File: src/gift_wrapping_convex_hull_unit_assert.svh
// Assertion macros for the convex hull unit.
`ifndef GIFT_WRAPPING_CONVEX_HULL_UNIT_ASSERT_SVH
`define GIFT_WRAPPING_CONVEX_HULL_UNIT_ASSERT_SVH

`ifndef ASSERT_OFF

`define GWCH_ASSERT(lbl, clk, rst, prop, msg) \
   lbl: assert property (@(posedge clk) disable iff (rst) prop) else $error(msg);

`define GWCH_NEVER(lbl, clk, rst, expr, msg) \
   `GWCH_ASSERT(lbl, clk, rst, !(expr), msg)

`else

`define GWCH_ASSERT(lbl, clk, rst, prop, msg)

`define GWCH_NEVER(lbl, clk, rst, expr, msg)

`endif

`endif

File: src/gwch_point_mem.sv
// Point store: one write port, one registered read port.
module gwch_point_mem #(
   parameter int DEPTH = 64,
   parameter int AW    = 6,
   parameter int DW    = 48
) (
   input  logic          clock,
   input  logic          wr_en,
   input  logic [AW-1:0] wr_addr,
   input  logic [DW-1:0] wr_data,
   input  logic [AW-1:0] rd_addr,
   output logic [DW-1:0] rd_data_ff
);

   logic [DW-1:0] mem [DEPTH];

   always_ff @(posedge clock) begin
      if (wr_en) begin
         mem[wr_addr] <= wr_data;
      end
      rd_data_ff <= mem[rd_addr];
   end

endmodule

File: config.mk
export PLATFORM = sky130hd
export DESIGN_NAME = gwch_point_mem
export DESIGN_NICKNAME = d
export VERILOG_FILES = /design/src/gift_wrapping_convex_hull_unit_assert.svh /design/src/gwch_point_mem.sv
export SDC_FILE = /design/constraint.sdc
export NUM_CORES = 2
export LEC_CHECK = 0
export ABC_AREA = 1
export BUFFER_PORTS_ARGS = -buffer_cell sky130_fd_sc_hd__buf_2
export CELL_PAD_IN_SITES_DETAIL_PLACEMENT = 0
export CELL_PAD_IN_SITES_GLOBAL_PLACEMENT = 1
export CORE_AREA = 8 8 606 608
export DETAILED_ROUTE_END_ITERATION = 7
export DIE_AREA = 0 0 614 616
export GPL_ROUTABILITY_DRIVEN = 1
export PLACE_DENSITY_LB_ADDON = 0.1
export SLEW_MARGIN = 0
export SYNTH_ARGS = -nofsm -noshare
export SYNTH_HDL_FRONTEND = slang
export SYNTH_SLANG_ARGS = --single-unit
File: constraint.sdc
create_clock -name clock -period 7.7 [get_ports clock]
set_clock_uncertainty 0.05 [all_clocks]
set_input_delay 0.77 -clock clock [delete_from_list [all_inputs] [get_ports clock]]
set_output_delay 0.77 -clock clock [all_outputs]
set_load 0.02 [all_outputs]
==> out/metrics.cfg <==
[status]
outcome=complete, no violations

[sta]
fin_tns_setup_ns=0
drv_slew=0
max-slew-margin-rel_pct=12.9
period_share_pct=43.8
grt_setup_unrepaired=no
fin_crit_ns=3.37
fmax_ghz=0.296
worstMarginPinSlew_ns=1.31
hold_violations=0
setup_violations=0

[synth]
synthDominantCellAreaShare_pct=74.2
synth-seq-cells=3120
syn_avg_cell_area_sq_um=12.3
ys_types=18
syn_nets=10200
yosysSeqAreaShare_pct=75.0
synth_area_leaders=edfxtp_1, nand3_1, nand2_1
syn_inst=10100
ys_warn_count=0
synth_top_area_cell=edfxtp_1
synth.cell_area_sq_um=124000

[cts]
numClockSinks=3120
h-tree-depth=5
clk_latency_ns=0.95
clockBufferDepth=4
cts_tree=built
cts_made_buffers=356
cts_hold_buf=0
cts.clk_slew.worst_paths_ns=0.06
post_cts_buffers=0
cts-resized-gates=0
root_buffer=clkbuf_16

[placement]
gp_congestion=0.760
placed_cell_area_sq_um=130000
dp_hpwl_um=226000
port_buffers=109

[pwr]
vdd_drop_max_mv=0.163
p_comb_share_pct=5.9
power.leakage_nw=48.8
power_frac_clock_pct=43.5
switching_share_pct=23.3
p_int_mw=28.6
p_total_mw=37.3
pwr-share-seq_pct=50.6
power.density_nw_per_um2=265
power.switching_mw=8.70

[detailed_routing]
drt_iter0_markers=7974
drc=0
via_count=80800
wl_per_cell_um=29.8
postRouteWirelength_um=452000
drtAntennaViolNets=0
via_per_inst=5.32
first_pass_iters=6

[worst_setup_path]
ff2ff_path_depth=8
r2r_end=rd_data_ff[37]
path_depth=5
critPathMaxFanout=18
cpPeakStageDelay_ns=1.10
timing.rr.start=mem[63][37]
worstSetupPathType=in -> reg
worst_ep_arrival_time_ns=3.88
end_kind=register
crit_chain=buf_2, inv_1, nand4_1, nor2_4, buf_4
worstSetupStartpointType=primary input
cp_slowest_cell=nor2_4
cp-endpoint=mem[10][21]
path_buf_inv=3
worstPathRequired_ns=8.21
critical_path.top_delay_family=simple AND/OR/NAND/NOR gates
crit_start=wr_addr[2]
r2r_slack_ns=5.99

[floorplan]
initial_core_util_pct=34.8
die_y_um=616
fp.dieW_um=614
rows=220
die-area_sq_um=378000
io_pins=110
core_area_sq_um=358000

[cells_and_area]
drive_gt1_share_pct=8.24
nFillCells=33900
mostFrequentLayoutCell=nand2_1
utilization_pct=39.4
syn_to_final_growth_pct=13.2
layout_common_cells=nand2_1, edfxtp_1, nand3_1
fin_area_sq_um=141000
nNetsFinal=10200

[global_routing]
first_global_vias=78200
grt_pass1_wl_um=629000
track_usage_pct=23.3
grt_antenna_before_repair=41
grt_max_degree=194
overflow=0

[min_path]
hold_class=in -> reg

[job]
maxCapViolations=0

worst min-delay path by stage:
stage                                end  startpoint  cells past startpoint
final                     rd_data_ff[14]  rd_addr[5]                      3
after global routing      rd_data_ff[14]  rd_addr[5]                      3
after CTS                 rd_data_ff[14]  rd_addr[5]                      3
after detailed placement   rd_data_ff[3]  mem[46][3]                      8
after global placement    rd_data_ff[44]  mem[8][44]                      8
after floorplan            rd_data_ff[0]  mem[52][0]                      8
stage by stage:
| step | worst slack [ns] | hold WS [ns] | cells |
|---|---|---|---|
| 2_1_floorplan | 1.17 | 0.671 | 10100 |
| 3_3_place_gp | 3.43 | 0.741 | 14500 |
| 3_5_place_dp | 3.36 | 0.739 | 14500 |
| 4_1_cts | 4.37 | 0.112 | 15200 |
| 5_1_grt | 4.32 | 0.157 | 15200 |
| 6_report | 4.33 | 0.198 | 15200 |
synthesized netlist by cell type:
library cell     n
buf_1           59
edfxtp_1      3072
inv_4            1
nor4_1           8
dfxtp_1         48
nand4_1          9
nand3_1       2857
inv_1            8
nand2_1       3372
buf_8            6
inv_2            1
buf_2          367
clkinv_1         2
buf_12           1
nor2_1          56
buf_6           68
clkbuf_1       115
buf_4           58
routing by layer:
layer / GRT usage (%) / vias up / share of wire, %
met3: 2.59 / 609 / 4.7
li1: - / 36100 / -
met4: 6.45 / 4 / 3.0
met2: 38.6 / 2267 / 48
met5: 0 / - / 0.0051
met1: 32.4 / 41800 / 45
registers in the layout, indices dropped and copies added (netlist names):
name        count
mem          3072
rd_data_ff     48
power by group through the flow:
stage	Clock, mW	Combinational [mW]	Sequential [mW]
4_1_cts	16.6	2.22	18.9
3_3_place_gp	0	2.21	19.2
6_report	16.2	2.18	18.9
2_1_floorplan	0	1.18	19.2
3_5_place_dp	0	2.21	19.2
5_1_grt	17.2	2.38	18.9
worst register-to-register path: stages (launching register included):
cell	delay (ns)
edfxtp_1	0.37
nand2_1	0.07
nand3_1	0.09
nand3_1	0.21
nand3_1	0.15
nand3_1	0.15
nand2_1	0.20
nand2_1	0.13
nand2_1	0.13
cell type report:
class                           instances  area (sq um)  share of cell area (%)
Antenna cell                           29          72.6                  0.0516
Clock buffer                          489          9760                    6.94
Clock inverter                        151          1190                   0.848
Inverter                               12          93.8                  0.0667
Multi-Input combinational cell       6302         27700                    19.7
Sequential cell                      3120         93200                    66.2
Tap cell                             4773          5970                    4.24
Timing Repair Buffer                  324          2670                    1.90
cells by family after synthesis:
family                 count (synthesis)  synth area share (%)
buffers and inverters                686                  3.10
flip-flops                          3120                  75.0
AND/OR/NAND/NOR                     6302                  21.9
Note: power is estimated with default switching activity, not from simulation.
