[src/gift_wrapping_convex_hull_unit_assert.svh]
// Assertion macros for the convex hull unit.
`ifndef GIFT_WRAPPING_CONVEX_HULL_UNIT_ASSERT_SVH
`define GIFT_WRAPPING_CONVEX_HULL_UNIT_ASSERT_SVH

`ifndef ASSERT_OFF

`define GWCH_ASSERT(lbl, clk, rst, prop, msg) \
   lbl: assert property (@(posedge clk) disable iff (rst) prop) else $error(msg);

`define GWCH_NEVER(lbl, clk, rst, expr, msg) \
   `GWCH_ASSERT(lbl, clk, rst, !(expr), msg)

`else

`define GWCH_ASSERT(lbl, clk, rst, prop, msg)

`define GWCH_NEVER(lbl, clk, rst, expr, msg)

`endif

`endif

[src/gwch_pkg.sv]
// Shared types and constants of the convex hull unit.
package gwch_pkg;

   localparam int HULL_INDEX_WIDTH = 6;

   typedef enum logic {
      OP_AXBY,
      OP_AYBX
   } cross_op_type;

endpackage

[src/gwch_cross_unit.sv]
// Shared subtract and multiply unit: one cross product term per cycle.
module gwch_cross_unit #(
   parameter int CW = 24
) (
   input  logic                          clock,
   input  gwch_pkg::cross_op_type        op,
   input  logic signed [CW-1:0]          p_x,
   input  logic signed [CW-1:0]          p_y,
   input  logic signed [CW-1:0]          q_x,
   input  logic signed [CW-1:0]          q_y,
   input  logic signed [CW-1:0]          i_x,
   input  logic signed [CW-1:0]          i_y,
   output logic signed [2*CW+1:0]        prod_ff
);

   import gwch_pkg::*;

   localparam int PW = 2 * CW + 2;

   logic signed [CW:0]   a;
   logic signed [CW:0]   b;
   logic signed [PW-1:0] prod_in;

   always_comb begin
      unique case (op)
         OP_AXBY: begin
            a = (CW+1)'(p_x) - (CW+1)'(i_x);
            b = (CW+1)'(q_y) - (CW+1)'(i_y);
         end
         OP_AYBX: begin
            a = (CW+1)'(p_y) - (CW+1)'(i_y);
            b = (CW+1)'(q_x) - (CW+1)'(i_x);
         end
         default: begin
            a = '0;
            b = '0;
         end
      endcase
      prod_in = PW'(a) * PW'(b);
   end

   always_ff @(posedge clock) begin
      prod_ff <= prod_in;
   end

endmodule

[config.mk]
export PLATFORM = sky130hd
export DESIGN_NAME = gwch_cross_unit
export DESIGN_NICKNAME = d
export VERILOG_FILES = /design/src/gift_wrapping_convex_hull_unit_assert.svh /design/src/gwch_pkg.sv /design/src/gwch_cross_unit.sv
export SDC_FILE = /design/constraint.sdc
export NUM_CORES = 2
export LEC_CHECK = 0
export BUFFER_PORTS_ARGS = -buffer_cell sky130_fd_sc_hd__buf_2
export CAP_MARGIN = 25
export CORE_UTILIZATION = 30
export CTS_CLUSTER_DIAMETER = 200
export DETAILED_ROUTE_END_ITERATION = 16
export PLACE_DENSITY = 0.58
export SYNTH_ARGS = -nofsm -noshare
export SYNTH_HDL_FRONTEND = slang
export SYNTH_SLANG_ARGS = --single-unit
[constraint.sdc]
create_clock -name clock -period 9.1 [get_ports clock]
set_input_delay 0.455 -clock clock [delete_from_list [all_inputs] [get_ports clock]]
set_output_delay 0.455 -clock clock [all_outputs]
set_load 0.01 [all_outputs]
==> metrics.txt <==
post-layout min period 8940 ps; number of buffers created by CTS 5; I/O Pins 196; worst path required time 9340 ps; routability congestion estimate 0.945; Final Hold Viols 0; post-synthesis simple-gate area fraction 0.135; Port Buffer Count 195; via count 24,500; share of cells above drive strength 1 0.254; WP data arrival 9170 ps; Distinct cells, synth 83; first-pass GRT wire length 149 mm; crit path from p_y[0]; total grt overflow 0; Ys Warns 0; post-route insts no fill 5,190; top register by number of flip-flops prod_ff; Pre-Repair DR Iteration Count 5; Worst setup SP type input port; biggest regs prod_ff (50); cell repeated most along the worst path fa_1; Mapped Area 28,500 µm²; Crit. End Element register; slowest CP cell fa_1; most numerous cell in the Yosys netlist inv_1; combinational family with the most area after synthesis adder cells; top post-synthesis cells by area fa_1 46%, ha_1 10%, inv_1 8.9%; final worst-path cycle share 0.982; Synth top area share 0.464; Slew Limit Fails 0; Setup crit end prod_ff[46]; drt initial violations 1,461; WP buf/inv 11; Max-cap violations 0; number of global-route vias before repair 26,400; final core utilization 0.393; post-detailed-routing wire length 94.8 mm; Worst Max-Slew Pin Slew 754 ps; Setup CP Type in2reg; syn_nets 4,251; Vert. Die Dim 310 µm; Hold Crit Class in2reg; routed wire length per instance 18.3 µm; Crit path depth 38; H-tree levels 2; max reg flops 50; initial core utilization 0.304; final net count 4,979; Final HPWL DP 83.9 mm; RSZ-0062 raised after global routing true; setup violators final 0; synthesized flop and latch total 50; Die Area 96,400 µm²; largest buffer count on any clock path 2; core region area 93,700 µm²; multiplexer share of the synthesized area 0.00877; dpl cells 5,154; top cells by instance count after synthesis 677 x inv_1, 662 x fa_1, 428 x nand2_1, 237 x ha_1, 186 x nor2_1; adder-cell share of the synthesized area 0.568; CP max FO 5; CTS tree built; total track usage 0.204; Remaining DRCs 0; Post-synth top flop dfxtp_1; initial antenna violation count 4; Die W 310 µm; area leader, netlist fa_1; Final Cell Area 36,900 µm²; Clock Sinks 50; status completed; largest net degree at the start of global routing 80; Post-DP Area 35,600 µm²; Via density 4.72; EDFF count, synth 0; Rel. slew slack 0.495; Core Rows 112; post-synthesis sequential area ratio 0.0351; setup TNS 0 ps; Syn Area/Cell 8.90 µm²; CTS root buffer clkbuf_16; max incr delay on CP 530 ps; Synth Area in Compound Gates 0.107; P&R area growth vs syn 29.3%; f_max 0.112 GHz; delay-heaviest family, CP adder cells; post-route ant nets 0; async set-reset flop share out of synthesis 0; CTS clk-pin slew, worst paths 100 ps; area share of xor/xnor cells in the synthesized design 0.0411; Syn Inst Count 3,206
==> metal layers <==
layer,global-route usage,vias up,part of all wire
met2,0.364,681,0.50
met5,0,-,0.00013
met4,0.0616,2,0.032
met3,0.0276,149,0.057
li1,-,11300,-
met1,0.255,12300,0.41
==> kinds of logic (layout without fill, tap and decap cells) <==
family          after synthesis  after routing
other cells                   0              1
fa+ha+maj                   899            899
xor+xnor                    134            134
flops                        50             50
buf+inv                     787           1516
simple gates                865            865
compound gates              448            448
mux                          23             23
==> worst min-delay path, stage by stage <==
cell and delay, ps:
buf_2 100, ha_1 160, mux2_2 540, nor2_1 70
==> timing repair <==
item	in CTS	in global routing
pin swaps	29	124
endpoints found under the hold margin	0	0
endpoints found under the setup margin	24	19
hold buffers	0	0
resized for setup	55	146
buffers inserted	8	22
gates cloned	0	1
==> area by class of cell <==
| type | instances | area [µm²] |
|---|---|---|
| fillers | 9522 | 56900 |
| multi-input cells | 2369 | 25400 |
| repair buffers | 830 | 6190 |
| inverters | 678 | 2550 |
| well taps | 1254 | 1570 |
| flip-flops and latches | 50 | 1000 |
| clock buffers | 5 | 125 |
| clock inverters | 3 | 47.5 |
| diodes | 1 | 2.50 |
==> stage by stage <==
step,hold slack (ps),worst slack [ps]
3_3_place_gp,849,-1030
4_1_cts,1030,3.65
2_1_floorplan,759,46.6
5_1_grt,1050,-131
6_report,1030,163
3_5_place_dp,848,-1100
==> cell usage in the layout (no fill, tap or decap), types with 7 or more instances in the layout <==
cell type,instances
inv_1,668
fa_1,648
buf_4,583
nand2_1,422
ha_1,226
buf_2,194
nor2_1,182
a21oi_1,103
xnor2_1,93
nor2b_1,69
a21o_1,66
and2_1,54
dfxtp_1,50
o21a_1,37
o21ai_0,33
xor2_1,32
nand2b_1,31
buf_12,28
buf_6,24
nand3_1,23
a21oi_2,19
o21ai_1,17
o22ai_1,17
o21bai_1,15
and3_1,14
fa_2,14
nor3_1,13
a22oi_1,13
mux2_2,9
o211ai_1,9
ha_4,9
nand4_1,8
a211oi_1,8
mux2i_1,8
nor2b_4,7
or2_2,7
a31oi_1,7
==> worst min-delay path by stage <==
stage / start / end / slack, ps / cells past startpoint
3_5_place_dp: prod_ff[15] / prod_ff[15] / 850 / 1
6_report: i_x[0] / prod_ff[0] / 1030 / 4
3_3_place_gp: prod_ff[15] / prod_ff[15] / 850 / 1
5_1_grt: i_x[0] / prod_ff[0] / 1050 / 4
2_1_floorplan: prod_ff[0] / prod_ff[0] / 760 / 0
4_1_cts: i_x[0] / prod_ff[0] / 1030 / 4
Power is left out: the tool's default activity adds up to more than one toggle a clock period on the data nets, which glitch-free logic cannot reach.
